## config.mk

```make
export PLATFORM = sky130hd
export DESIGN_NAME = modbus_rtu_frame_checker_top
export DESIGN_NICKNAME = d
export VERILOG_FILES = /design/src/mrfc_pkg.sv /design/src/modbus_rtu_frame_checker_top.sv /design/src/mrfc_front.sv /design/src/mrfc_queue.sv /design/src/mrfc_back.sv
export SDC_FILE = /design/constraint.sdc
export NUM_CORES = 1
export LEC_CHECK = 0
export ABC_AREA = 1
export BUFFER_PORTS_ARGS = -buffer_cell sky130_fd_sc_hd__buf_4
export CORE_MARGIN = 5
export CORE_UTILIZATION = 35
export CTS_CLUSTER_SIZE = 30
export DETAILED_ROUTE_END_ITERATION = 10
export GPL_TIMING_DRIVEN = 0
export PLACE_DENSITY = 0.57
export SYNTH_ARGS = -nofsm -noshare
export SYNTH_HDL_FRONTEND = slang
export SYNTH_SLANG_ARGS = --single-unit
```

## constraint.sdc

```tcl
create_clock -name i_clk -period 4.1 [get_ports i_clk]
set_clock_uncertainty 0.1 [all_clocks]
set_input_delay 0.41 -clock i_clk [delete_from_list [all_inputs] [get_ports i_clk]]
set_output_delay 0.41 -clock i_clk [all_outputs]
set_load 0.02 [all_outputs]
```

## src/mrfc_pkg.sv

```systemverilog
// ----------------------------------------------------------------------------
// mrfc_pkg
// Types, codes and the CRC-16 byte step shared by the frame checker modules.
// ----------------------------------------------------------------------------
package mrfc_pkg;

    localparam logic [2:0] ST_OK       = 3'd0;
    localparam logic [2:0] ST_LENGTH   = 3'd1;
    localparam logic [2:0] ST_CRC      = 3'd2;
    localparam logic [2:0] ST_ADDRESS  = 3'd3;
    localparam logic [2:0] ST_FUNCTION = 3'd4;
    localparam logic [2:0] ST_DATA     = 3'd5;

    localparam logic [15:0] CRC_START = 16'hFFFF;
    localparam logic [15:0] CRC_POLY  = 16'hA001;

    localparam logic [7:0] FC_READ_HOLDING   = 8'h03;
    localparam logic [7:0] FC_READ_INPUT     = 8'h04;
    localparam logic [7:0] FC_WRITE_SINGLE   = 8'h06;
    localparam logic [7:0] FC_WRITE_MULTIPLE = 8'h10;

    localparam logic [15:0] READ_QTY_MAX  = 16'd125;
    localparam logic [15:0] WRITE_QTY_MAX = 16'd123;

    localparam logic [7:0] ADDR_BROADCAST = 8'h00;
    localparam logic [7:0] ADDR_RESET     = 8'h01;

    localparam int unsigned QUEUE_DEPTH = 2;

    typedef struct packed {
        logic [7:0] frame_byte;
        logic       last_byte;
    } t_in_item;

    typedef struct packed {
        logic [2:0] status;
        logic [7:0] frame_address;
        logic [7:0] function_code;
        logic [7:0] data_length;
    } t_out_item;

    typedef struct packed {
        logic        len_bad;
        logic        crc_ok;
        logic [7:0]  address;
        logic [7:0]  func;
        logic [15:0] quantity;
        logic [7:0]  count;
        logic [7:0]  dlen;
    } t_frame_sum;

    typedef struct packed {
        logic full;
        logic empty;
    } t_q_status;

    function automatic logic [15:0] crc16_feed(input logic [15:0] crc, input logic [7:0] b);
        logic [15:0] c;
        c = crc ^ {8'h00, b};
        for (int k = 0; k < 8; k++) begin
            if (c[0]) begin
                c = (c >> 1) ^ CRC_POLY;
            end else begin
                c = c >> 1;
            end
        end
        return c;
    endfunction

endpackage

```

## src/modbus_rtu_frame_checker_top.sv

```systemverilog
// ----------------------------------------------------------------------------
// modbus_rtu_frame_checker_top
// Modbus RTU frame checker: one verdict request per frame.
// ----------------------------------------------------------------------------
// Takes one frame byte per clock while not stalled and returns one verdict
// request per frame: the summary is queued when the last byte is accepted and
// its verdict is registered at the output when popped. The CRC-16 byte step is
// unrolled in the intake stage; frame summaries wait in a two-entry queue ahead
// of the verdict stage, and the input stalls while that queue is full.
module modbus_rtu_frame_checker_top #(
    parameter int unsigned MAX_FRAME_BYTES = 256,
    parameter int unsigned MIN_FRAME_BYTES = 4
) (
    input  logic                 i_clk,
    input  logic                 i_rst_n,
    input  logic                 i_in_valid,
    output logic                 o_in_stall,
    input  mrfc_pkg::t_in_item   i_in_item,
    output logic                 o_out_valid,
    input  logic                 i_out_stall,
    output mrfc_pkg::t_out_item  o_out_item,
    input  logic                 i_cfg_wr_en,
    input  logic [7:0]           i_cfg_wr_data
);

    logic                 push;
    logic                 pop;
    mrfc_pkg::t_frame_sum push_sum;
    mrfc_pkg::t_frame_sum head_sum;
    mrfc_pkg::t_q_status  q_status;

    mrfc_front #(
        .MAX_FRAME_BYTES(MAX_FRAME_BYTES),
        .MIN_FRAME_BYTES(MIN_FRAME_BYTES)
    ) u_front (
        .i_clk      (i_clk),
        .i_rst_n    (i_rst_n),
        .i_in_valid (i_in_valid),
        .o_in_stall (o_in_stall),
        .i_in_item  (i_in_item),
        .i_q_status (q_status),
        .o_push     (push),
        .o_push_sum (push_sum)
    );

    mrfc_queue u_queue (
        .i_clk      (i_clk),
        .i_rst_n    (i_rst_n),
        .i_push     (push),
        .i_push_sum (push_sum),
        .i_pop      (pop),
        .o_head_sum (head_sum),
        .o_status   (q_status)
    );

    mrfc_back u_back (
        .i_clk         (i_clk),
        .i_rst_n       (i_rst_n),
        .i_cfg_wr_en   (i_cfg_wr_en),
        .i_cfg_wr_data (i_cfg_wr_data),
        .i_head_sum    (head_sum),
        .i_q_status    (q_status),
        .o_pop         (pop),
        .o_out_valid   (o_out_valid),
        .i_out_stall   (i_out_stall),
        .o_out_item    (o_out_item)
    );

endmodule

```

## src/mrfc_front.sv

```systemverilog
// ----------------------------------------------------------------------------
// mrfc_front
// Byte intake: lagged CRC, saturating byte count, held header fields; posts a
// frame summary on the last byte.
// ----------------------------------------------------------------------------
module mrfc_front #(
    parameter int unsigned MAX_FRAME_BYTES = 256,
    parameter int unsigned MIN_FRAME_BYTES = 4
) (
    input  logic                  i_clk,
    input  logic                  i_rst_n,
    input  logic                  i_in_valid,
    output logic                  o_in_stall,
    input  mrfc_pkg::t_in_item    i_in_item,
    input  mrfc_pkg::t_q_status   i_q_status,
    output logic                  o_push,
    output mrfc_pkg::t_frame_sum  o_push_sum
);

    localparam int unsigned CW = $clog2(MAX_FRAME_BYTES + 2);
    localparam logic [CW-1:0] CNT_SAT = CW'(MAX_FRAME_BYTES + 1);
    localparam logic [CW-1:0] CNT_MAX = CW'(MAX_FRAME_BYTES);
    localparam logic [CW-1:0] CNT_MIN = CW'(MIN_FRAME_BYTES);

    logic [15:0]   r_crc,  n_crc;
    logic [CW-1:0] r_cnt,  n_cnt;
    logic [7:0]    r_d1,   r_d2;
    logic [7:0]    r_addr, n_addr;
    logic [7:0]    r_func, n_func;
    logic [15:0]   r_qty,  n_qty;
    logic [7:0]    r_cbyte, n_cbyte;
    logic          accept;
    logic [7:0]    b;

    assign b          = i_in_item.frame_byte;
    assign o_in_stall = i_q_status.full;
    assign accept     = i_in_valid && !o_in_stall;
    assign o_push     = accept && i_in_item.last_byte;

    always_comb begin
        n_crc   = (r_cnt >= CW'(2)) ? mrfc_pkg::crc16_feed(r_crc, r_d2) : r_crc;
        n_addr  = (r_cnt == CW'(0)) ? b : r_addr;
        n_func  = (r_cnt == CW'(1)) ? b : r_func;
        n_qty   = r_qty;
        if (r_cnt == CW'(4)) begin
            n_qty[15:8] = b;
        end
        if (r_cnt == CW'(5)) begin
            n_qty[7:0] = b;
        end
        n_cbyte = (r_cnt == CW'(6)) ? b : r_cbyte;
        n_cnt   = (r_cnt < CNT_SAT) ? r_cnt + CW'(1) : r_cnt;

        o_push_sum.len_bad  = (n_cnt < CNT_MIN) || (n_cnt > CNT_MAX);
        o_push_sum.crc_ok   = (n_crc == {b, r_d1});
        o_push_sum.address  = n_addr;
        o_push_sum.func     = n_func;
        o_push_sum.quantity = n_qty;
        o_push_sum.count    = n_cbyte;
        o_push_sum.dlen     = 8'(n_cnt - CW'(4));
    end

    always_ff @(posedge i_clk) begin
        if (!i_rst_n) begin
            r_crc   <= mrfc_pkg::CRC_START;
            r_cnt   <= '0;
            r_d1    <= '0;
            r_d2    <= '0;
            r_addr  <= '0;
            r_func  <= '0;
            r_qty   <= '0;
            r_cbyte <= '0;
        end else if (accept) begin
            if (i_in_item.last_byte) begin
                r_crc   <= mrfc_pkg::CRC_START;
                r_cnt   <= '0;
                r_d1    <= '0;
                r_d2    <= '0;
                r_addr  <= '0;
                r_func  <= '0;
                r_qty   <= '0;
                r_cbyte <= '0;
            end else begin
                r_crc   <= n_crc;
                r_cnt   <= n_cnt;
                r_d1    <= b;
                r_d2    <= r_d1;
                r_addr  <= n_addr;
                r_func  <= n_func;
                r_qty   <= n_qty;
                r_cbyte <= n_cbyte;
            end
        end
    end

endmodule

```

## src/mrfc_queue.sv

```systemverilog
// ----------------------------------------------------------------------------
// mrfc_queue
// Two-entry queue of frame summaries between intake and verdict stages.
// ----------------------------------------------------------------------------
module mrfc_queue (
    input  logic                  i_clk,
    input  logic                  i_rst_n,
    input  logic                  i_push,
    input  mrfc_pkg::t_frame_sum  i_push_sum,
    input  logic                  i_pop,
    output mrfc_pkg::t_frame_sum  o_head_sum,
    output mrfc_pkg::t_q_status   o_status
);

    localparam int unsigned PW = $clog2(mrfc_pkg::QUEUE_DEPTH);
    localparam int unsigned FW = $clog2(mrfc_pkg::QUEUE_DEPTH + 1);

    mrfc_pkg::t_frame_sum r_mem [mrfc_pkg::QUEUE_DEPTH];
    logic [PW-1:0] r_wr_ptr;
    logic [PW-1:0] r_rd_ptr;
    logic [FW-1:0] r_fill, n_fill;

    assign o_head_sum     = r_mem[r_rd_ptr];
    assign o_status.full  = (r_fill == FW'(mrfc_pkg::QUEUE_DEPTH));
    assign o_status.empty = (r_fill == '0);

    always_comb begin
        n_fill = r_fill;
        unique case ({i_push, i_pop})
            2'b10:   n_fill = r_fill + FW'(1);
            2'b01:   n_fill = r_fill - FW'(1);
            default: n_fill = r_fill;
        endcase
    end

    always_ff @(posedge i_clk) begin
        if (i_push) begin
            r_mem[r_wr_ptr] <= i_push_sum;
        end
    end

    always_ff @(posedge i_clk) begin
        if (!i_rst_n) begin
            r_wr_ptr <= '0;
            r_rd_ptr <= '0;
            r_fill   <= '0;
        end else begin
            if (i_push) begin
                r_wr_ptr <= r_wr_ptr + PW'(1);
            end
            if (i_pop) begin
                r_rd_ptr <= r_rd_ptr + PW'(1);
            end
            r_fill <= n_fill;
        end
    end

endmodule

```

## src/mrfc_back.sv

```systemverilog
// ----------------------------------------------------------------------------
// mrfc_back
// Verdict stage: length, CRC, address, function and data checks, registered result request.
// ----------------------------------------------------------------------------
module mrfc_back (
    input  logic                  i_clk,
    input  logic                  i_rst_n,
    input  logic                  i_cfg_wr_en,
    input  logic [7:0]            i_cfg_wr_data,
    input  mrfc_pkg::t_frame_sum  i_head_sum,
    input  mrfc_pkg::t_q_status   i_q_status,
    output logic                  o_pop,
    output logic                  o_out_valid,
    input  logic                  i_out_stall,
    output mrfc_pkg::t_out_item   o_out_item
);

    logic [7:0]          r_exp_addr;
    logic                r_out_valid;
    mrfc_pkg::t_out_item r_out_item, n_out_item;
    logic [2:0]          judge;
    logic [2:0]          status;
    logic                qty_read_ok;
    logic                qty_write_ok;

    assign o_pop       = !i_q_status.empty && (!r_out_valid || !i_out_stall);
    assign o_out_valid = r_out_valid;
    assign o_out_item  = r_out_item;

    always_comb begin
        qty_read_ok  = (i_head_sum.quantity >= 16'd1) &&
                       (i_head_sum.quantity <= mrfc_pkg::READ_QTY_MAX);
        qty_write_ok = (i_head_sum.quantity >= 16'd1) &&
                       (i_head_sum.quantity <= mrfc_pkg::WRITE_QTY_MAX);
        judge = mrfc_pkg::ST_FUNCTION;
        if (i_head_sum.func[7]) begin
            judge = (i_head_sum.dlen == 8'd1) ? mrfc_pkg::ST_OK : mrfc_pkg::ST_DATA;
        end else begin
            unique case (i_head_sum.func)
                mrfc_pkg::FC_READ_HOLDING,
                mrfc_pkg::FC_READ_INPUT: begin
                    judge = (i_head_sum.dlen == 8'd4 && qty_read_ok) ?
                            mrfc_pkg::ST_OK : mrfc_pkg::ST_DATA;
                end
                mrfc_pkg::FC_WRITE_SINGLE: begin
                    judge = (i_head_sum.dlen == 8'd4) ? mrfc_pkg::ST_OK : mrfc_pkg::ST_DATA;
                end
                mrfc_pkg::FC_WRITE_MULTIPLE: begin
                    judge = ((i_head_sum.dlen >= 8'd5) && qty_write_ok &&
                             ({9'd0, i_head_sum.count} == {i_head_sum.quantity, 1'b0}) &&
                             (i_head_sum.count == i_head_sum.dlen - 8'd5)) ?
                            mrfc_pkg::ST_OK : mrfc_pkg::ST_DATA;
                end
                default: begin
                    judge = mrfc_pkg::ST_FUNCTION;
                end
            endcase
        end

        priority if (i_head_sum.len_bad) begin
            status = mrfc_pkg::ST_LENGTH;
        end else if (!i_head_sum.crc_ok) begin
            status = mrfc_pkg::ST_CRC;
        end else if (i_head_sum.address != r_exp_addr &&
                     i_head_sum.address != mrfc_pkg::ADDR_BROADCAST) begin
            status = mrfc_pkg::ST_ADDRESS;
        end else begin
            status = judge;
        end

        n_out_item.status = status;
        if (status == mrfc_pkg::ST_OK) begin
            n_out_item.frame_address = i_head_sum.address;
            n_out_item.function_code = i_head_sum.func;
            n_out_item.data_length   = i_head_sum.dlen;
        end else begin
            n_out_item.frame_address = '0;
            n_out_item.function_code = '0;
            n_out_item.data_length   = '0;
        end
    end

    always_ff @(posedge i_clk) begin
        if (o_pop) begin
            r_out_item <= n_out_item;
        end
    end

    always_ff @(posedge i_clk) begin
        if (!i_rst_n) begin
            r_exp_addr  <= mrfc_pkg::ADDR_RESET;
            r_out_valid <= 1'b0;
        end else begin
            if (i_cfg_wr_en) begin
                r_exp_addr <= i_cfg_wr_data;
            end
            if (o_pop) begin
                r_out_valid <= 1'b1;
            end else if (!i_out_stall) begin
                r_out_valid <= 1'b0;
            end
        end
    end

endmodule

```

==> metrics.txt, run 1 <==
placed cell area=11600 um2; DRT iter0 DRCs=660; Post-route DRC=0; WP data required=4.35 ns; Worst Max-Slew Pin Slew=1.11 ns; post-synthesis async set-or-reset flop share=0; post-layout min period=3.04 ns; clk sink count=222; net count after synthesis=1367; Worst Min Path Start=i_cfg_wr_en; H-tree depth=1; share of the synthesized area in the top cell type=0.357; number of I/O pins=51; Starting Density=0.352; CP Max Fanout=10; FF-to-FF path depth=15; count of buffers from port buffering=50; worst r2r src=u_front.r_cnt[0]; synth cell count leaders=518 x nand2_1, 127 x edfxtp_1, 126 x inv_1; static leakage=5.26 nW; num rows=64; multi-input logic area=4240 um2; initial antenna violation count=0; later-pin clock latency in the skew report=0.53 ns; antenna cells=0; Hold Path Class=in -> reg; Slew Limit Fails=0; crit path capture type=flop; DRT Pass-1 Iters=7; layout cells sized above 1=0.0886; vias per cell=4.73; Synth Register Bits=222; top post-synthesis cells by area=edfxtp_1 36%, nand2_1 18%, dfxtp_1 18%; status=finished clean; Clk pin slew, worst setup/hold paths=0.06 ns; Seq/Total Area, Yosys=0.536; final WL=27300 um; vias=8709; Post-Syn Area=10700 um2; R2R Setup Slk=1.06 ns; synth-to-layout area growth=17.4%; CTS Buf Count=26; Reg-to-Reg End=u_queue.r_mem[1][48]; top_reg_cell synth=edfxtp_1; VDD IR max=0.000354 V; total grt overflow=0; utilization after layout=0.413; Unique masters post-synth=42; Post-Synth XOR/XNOR Area=0.0238; CP startpoint kind=flop; first-pass GRT wire length=43800 um; post-detail-place hpwl=20000 um; Hold Crit Depth=3; Pwr Density=583 nW/um2; fill count=3021; main combinational cell family by area after synthesis=simple AND/OR/NAND/NOR gates; die height=185 um; Final Hold Vio Count=0; GRT Resource Usage Total=0.160; TritonCTS clock tree=yes; Simple-Gate Fraction of Synth Area=0.269; Yosys top cell by area=edfxtp_1; f_max=329 MHz; multiplexer share of the synthesized area=0.00281; core footprint=30300 um2; Nets=1454; Synthesis Warnings=0; Layout Cells excl Fill=1840; FF/Latch Area=5720 um2; final period utilization=0.741; unrepaired setup endpoints after global routing=false; average wire per standard cell=14.8 um; critical path class=reg -> reg; largest net degree at the start of global routing=32; Post-Place Cells=1785; crit path DAT=3.29 ns; Synth Area in Adders=0.00938; RePlAce Congestion=0.879; Synth Area in Compound Gates=0.0902; MaxCap Viol Count=0; Root Buffer Master=clkbuf_16; endpoints failing setup=0; cells after synthesis=1337; Post-DRT Antenna Nets=0; Slew headroom=0.257; Worst Setup EP=u_queue.r_mem[1][48]; vias in the first global route=8031; Syn Area/Cell=7.98 um2; Post-synth EDFFs=127; final instance area=12500 um2; setup TNS=0 ns; CP Launch Point=u_front.r_cnt[0]; top-count cell post-synth=nand2_1; DIE AREA=34100 um2; Clock Path Buffers=3; Die X=185 um; Hold Worst Slack=0.0473 ns
-- worst max-delay path, stage by stage, from the launching register on --
cell and delay [ns]:
dfxtp_1 0.42, inv_1 0.13, ha_1 0.22, nand3b_1 0.18, nor2_1 0.43, buf_2 0.35
nand2_1 0.11, nand3b_1 0.09, nand2_1 0.06, nor2_1 0.13, nand2_1 0.08, nor2_1 0.11
nand2_1 0.06, nor2_1 0.10, nand3_1 0.07, nor2_1 0.20
-- power breakdown --
part           switching (W)  internal [W]  total (W)
Combinational        0.00151      0.000695    0.00220
Sequential          0.000113       0.00267    0.00279
Clock               0.000904       0.00142    0.00232
Total                0.00252       0.00478    0.00731
-- layout make-up --
| type | instances | area share |
|---|---|---|
| well taps | 396 | 0.0395 |
| clock inverters | 17 | 0.0154 |
| flip-flops and latches | 222 | 0.456 |
| inverters | 130 | 0.0389 |
| clock buffers | 31 | 0.0534 |
| plain buffers | 45 | 0.0196 |
| multi-input cells | 940 | 0.338 |
| repair buffers | 59 | 0.0387 |
-- cell usage in the layout, fill, tap and decap left out, types with 2 or more instances in the layout --
master | synthesis | routed
xor2_1 | 21 | 21
buf_2 | 4 | 4
inv_2 | 2 | 2
xnor2_1 | 8 | 8
or2_1 | 3 | 3
buf_12 | 0 | 2
nor3_1 | 5 | 5
clkinv_2 | 0 | 5
nor2_2 | 2 | 2
clkinv_1 | 2 | 8
nor2_4 | 0 | 2
clkbuf_1 | 29 | 34
inv_1 | 126 | 126
a21oi_1 | 83 | 83
o21ai_0 | 75 | 75
buf_6 | 6 | 6
mux2i_1 | 3 | 3
edfxtp_1 | 127 | 127
o21ai_1 | 5 | 5
or2_2 | 5 | 5
o21ai_2 | 4 | 4
nand3b_1 | 7 | 7
dfxtp_1 | 95 | 95
dlygate4sd3_1 | 0 | 7
nand3_1 | 46 | 46
nor2_1 | 112 | 110
clkbuf_16 | 0 | 26
ha_1 | 8 | 8
nand2_2 | 5 | 5
o211ai_1 | 8 | 8
nand4_1 | 10 | 10
nand2_1 | 518 | 518
bufinv_16 | 0 | 4
buf_4 | 4 | 54
-- through the flow --
step | total power (W) | setup slack (ns)
floorplan | 0.00431 | 0.665
global placement | 0.00502 | -0.961
detailed placement | 0.00505 | 1.12
CTS | 0.00739 | 1.09
global route | 0.00775 | 0.774
finish | 0.00731 | 1.06
-- worst min path at each step --
stage                           endpoint
floorplan                           flop
global placement        u_queue.r_rd_ptr
detailed placement      u_queue.r_rd_ptr
CTS                 u_back.r_exp_addr[0]
global route        u_back.r_exp_addr[0]
finish              u_back.r_exp_addr[0]
-- state kept, by name, indices dropped and copies added, names as in the netlist, 2 cells and up, named ones only --
register	count
u_queue.r_mem	100
u_back.o_out_item	27
u_front.r_crc	16
u_front.r_qty	16
u_front.r_cnt	9
u_back.r_exp_addr	8
u_front.r_addr	8
u_front.r_cbyte	8
u_front.r_d1	8
u_front.r_d2	8
u_front.r_func	8
u_queue.r_fill	2
-- per-layer routing --
metal  wire length, um  vias to the layer above  GRT usage
li1                  -                     4485          -
met1             12800                     3992      0.223
met2             12600                      191      0.267
met3              1350                       41     0.0207
met4               536                        0     0.0399
met5                 0                        -          0
-- cell families after synthesis --
kind of cell | Yosys count
xor+xnor | 29
compound gates | 181
flops | 222
mux | 3
simple gates | 719
buf+inv | 175
fa+ha+maj | 8
-- what timing repair did --
item,CTS,global route
hold endpoints to repair,7,0
buffers inserted,0,0
hold buffers,7,0
gates resized for setup,0,0
endpoints found under the setup margin,0,0
Power figures use the tool's default switching activity.
==> run 2, diff against run 1 <==
clock period = 3 ns   (was 4.1 ns; I/O delays follow)
==> run 2 against run 1 <==
Compared with the run above: critical path depth fell by 2; clock power is 36% higher; sequential share of layout area fell by 0.71 points; first-iteration DRC count grew 4.5%; sequential cell count unchanged; via count is 1.7% higher; maximum frequency up 9.6%; power up 37%; combinational power is 38% higher; die area did not move; critical path type unchanged; critical endpoint is now u_back.o_out_item[13]; largest cell class unchanged; largest power group unchanged; highest routed layer unchanged.
==> metrics.txt, run 2 (synthesis results as in run 1) <==
Worst Min Path Start=i_cfg_wr_en; Most flops, register=u_queue.r_mem; vias=8859 (+1.7%); synth-to-layout area growth=19.3%; commonest non-fill, non-tap cell in the layout=nand2_1; Reg power frac=0.380 (about the same); CP startpoint kind=flop; Post-route DRC=0 (unchanged); GRT Resource Usage Total=0.161 (+0.00100); vias in the first global route=8113 (+1.0%); Worst Max-Slew Pin Slew=1.12 ns (+0.00440 ns); Clock Path Buffers=3 (unchanged); CTS Buf Count=26 (unchanged); Slew Limit Fails=0 (unchanged); largest net degree at the start of global routing=32 (unchanged); num rows=64 (unchanged); average wire per standard cell=14.8 um (-0.14%); Post-Place Cells=1785 (unchanged); fill count=2998 (-0.76%); Pwr Density=787 nW/um2 (+35%); placed cell area=11600 um2 (unchanged); later-pin clock latency in the skew report=0.53 ns (about the same); metal2 WL=12900 um (+2.2%); Nets=1472 (+1.2%); DRT Pass-1 Iters=5 (-2); unrepaired setup endpoints after global routing=false; P_int=0.00656 W (+37%); endpoints failing setup=0 (unchanged); DR top layer=met4; post-layout min period=2.77 ns (-0.267 ns); RePlAce Congestion=0.879 (unchanged); Slew headroom=0.254 (-0.00293); vias per cell=4.77 (+0.74%); H-tree depth=1 (unchanged); first-pass GRT wire length=44000 um (+0.66%); Die X=185 um (unchanged); final period utilization=0.924 (+0.183); die height=185 um (unchanged); static leakage=5.34 nW (+1.7%); f_max=361 MHz (+9.6%); Root Buffer Master=clkbuf_16; Clk pin slew, worst setup/hold paths=0.06 ns (about the same); utilization after layout=0.419 (+0.00656); DIE AREA=34100 um2 (unchanged); final instance area=12700 um2 (+1.6%); critical path class=reg -> reg; DP Worst Slack=0.0180 ns (-1.10 ns); Hold Path Class=in -> reg; multi-input logic area=4250 um2 (+0.38%); antenna cells=0 (unchanged); VDD IR max=0.000486 V (+37%); count of buffers from port buffering=50 (unchanged); clock share of power=0.316 (about the same); Sw Ratio=0.345 (about the same); CP Max Fanout=10 (unchanged); Final Hold Vio Count=0 (unchanged); crit path capture type=flop; MaxCap Viol Count=0 (unchanged); status=finished clean; most frequent cells in the layout=517 x nand2_1, 127 x edfxtp_1, 126 x inv_1, 108 x nor2_1, 95 x dfxtp_1; Layout Cells excl Fill=1858 (+0.98%); clk sink count=222 (unchanged); final WL=27500 um (+0.84%); total grt overflow=0 (unchanged); core footprint=30300 um2 (unchanged); FF/Latch Area=5720 um2 (unchanged); Starting Density=0.352 (unchanged); wl on met1=12800 um (+0.14%); WP data required=3.17 ns (-1.18 ns); layout cells sized above 1=0.0903 (+0.00164); DR WL met3=1280 um (-5.8%); TritonCTS clock tree=yes; DRT iter0 DRCs=690 (+4.5%); Largest register FFs=100 (unchanged); post-detail-place hpwl=20000 um (unchanged); initial antenna violation count=0 (unchanged); crit path DAT=2.94 ns (-0.35 ns); PnR Total Power=0.0100 W (+37%); Post-DRT Antenna Nets=0 (unchanged); worst setup margin=0.228 ns (-0.833 ns); Net Switching=0.00346 W (+37%); number of I/O pins=51 (unchanged); combinational share of power=0.304 (+0.003)
[run 2: cell types whose count changed in the layout (fill, tap and decap cells not counted), sizes merged]
cell         before  now
dlygate4sd3       7   25
clkbuf           60   61
buf              68   67
[run 2: timing repair]
action	CTS	global route
endpoints found under the hold margin	19	0
gates resized for setup	1	5
cloned	0	0
setup buffers	0	0
hold buffers	25	0
endpoints found under the setup margin	2	6
[run 2: power by group through the flow]
stage | Sequential [W] | Clock, W | Combinational [W]
final | 0.00381 | 0.00316 | 0.00304
after global routing | 0.00385 | 0.00338 | 0.00339
after CTS | 0.00381 | 0.00324 | 0.00307
after detailed placement | 0.00387 | 0 | 0.00303
after global placement | 0.00387 | 0 | 0.00299
after floorplan | 0.00406 | 0 | 0.00182
[run 2: final timing paths]
check | end | slack, ns | cells past startpoint
setup / recovery | u_back.o_out_item[13] | 0.23 | 13
hold / removal | u_back.r_exp_addr[2] | 0.08 | 3
setup reg to reg | u_back.o_out_item[13] | 0.23 | 13
hold reg to reg | u_queue.r_rd_ptr | 0.36 | 1
[run 2: through the flow]
step	setup TNS, ns	hold WS, ns
floorplan	-43.48	0.322
global placement	-201.76	0.335
detailed placement	0	0.348
CTS	0	0.0483
global route	0	0.102
finish	0	0.0752
[run 2: final cells by class]
type / count / area share
plain buffers: 45 / 0.0195
clock buffers: 31 / 0.0526
clock inverters: 17 / 0.0151
inverters: 130 / 0.0383
multi-input cells: 940 / 0.334
flip-flops and latches: 222 / 0.449
well taps: 396 / 0.0389
repair buffers: 77 / 0.0523
[run 2: metal layers]
| layer | vias to the layer above | global-route usage |
|---|---|---|
| li1 | 4524 | - |
| met1 | 4106 | 0.223 |
| met2 | 187 | 0.270 |
| met3 | 42 | 0.0207 |
| met4 | 0 | 0.0399 |
| met5 | - | 0 |
[run 2: worst max-delay path, stage by stage, from the launching register on]
cell	delay (ns)
dfxtp_1	0.42
buf_6	0.18
buf_6	0.16
mux2i_1	0.53
xnor2_1	0.12
nor3_1	0.20
nand2_1	0.10
nand2_2	0.10
nand3_2	0.09
nor2_2	0.12
nand2_2	0.08
nand2_4	0.10
buf_6	0.14
nor2_1	0.05
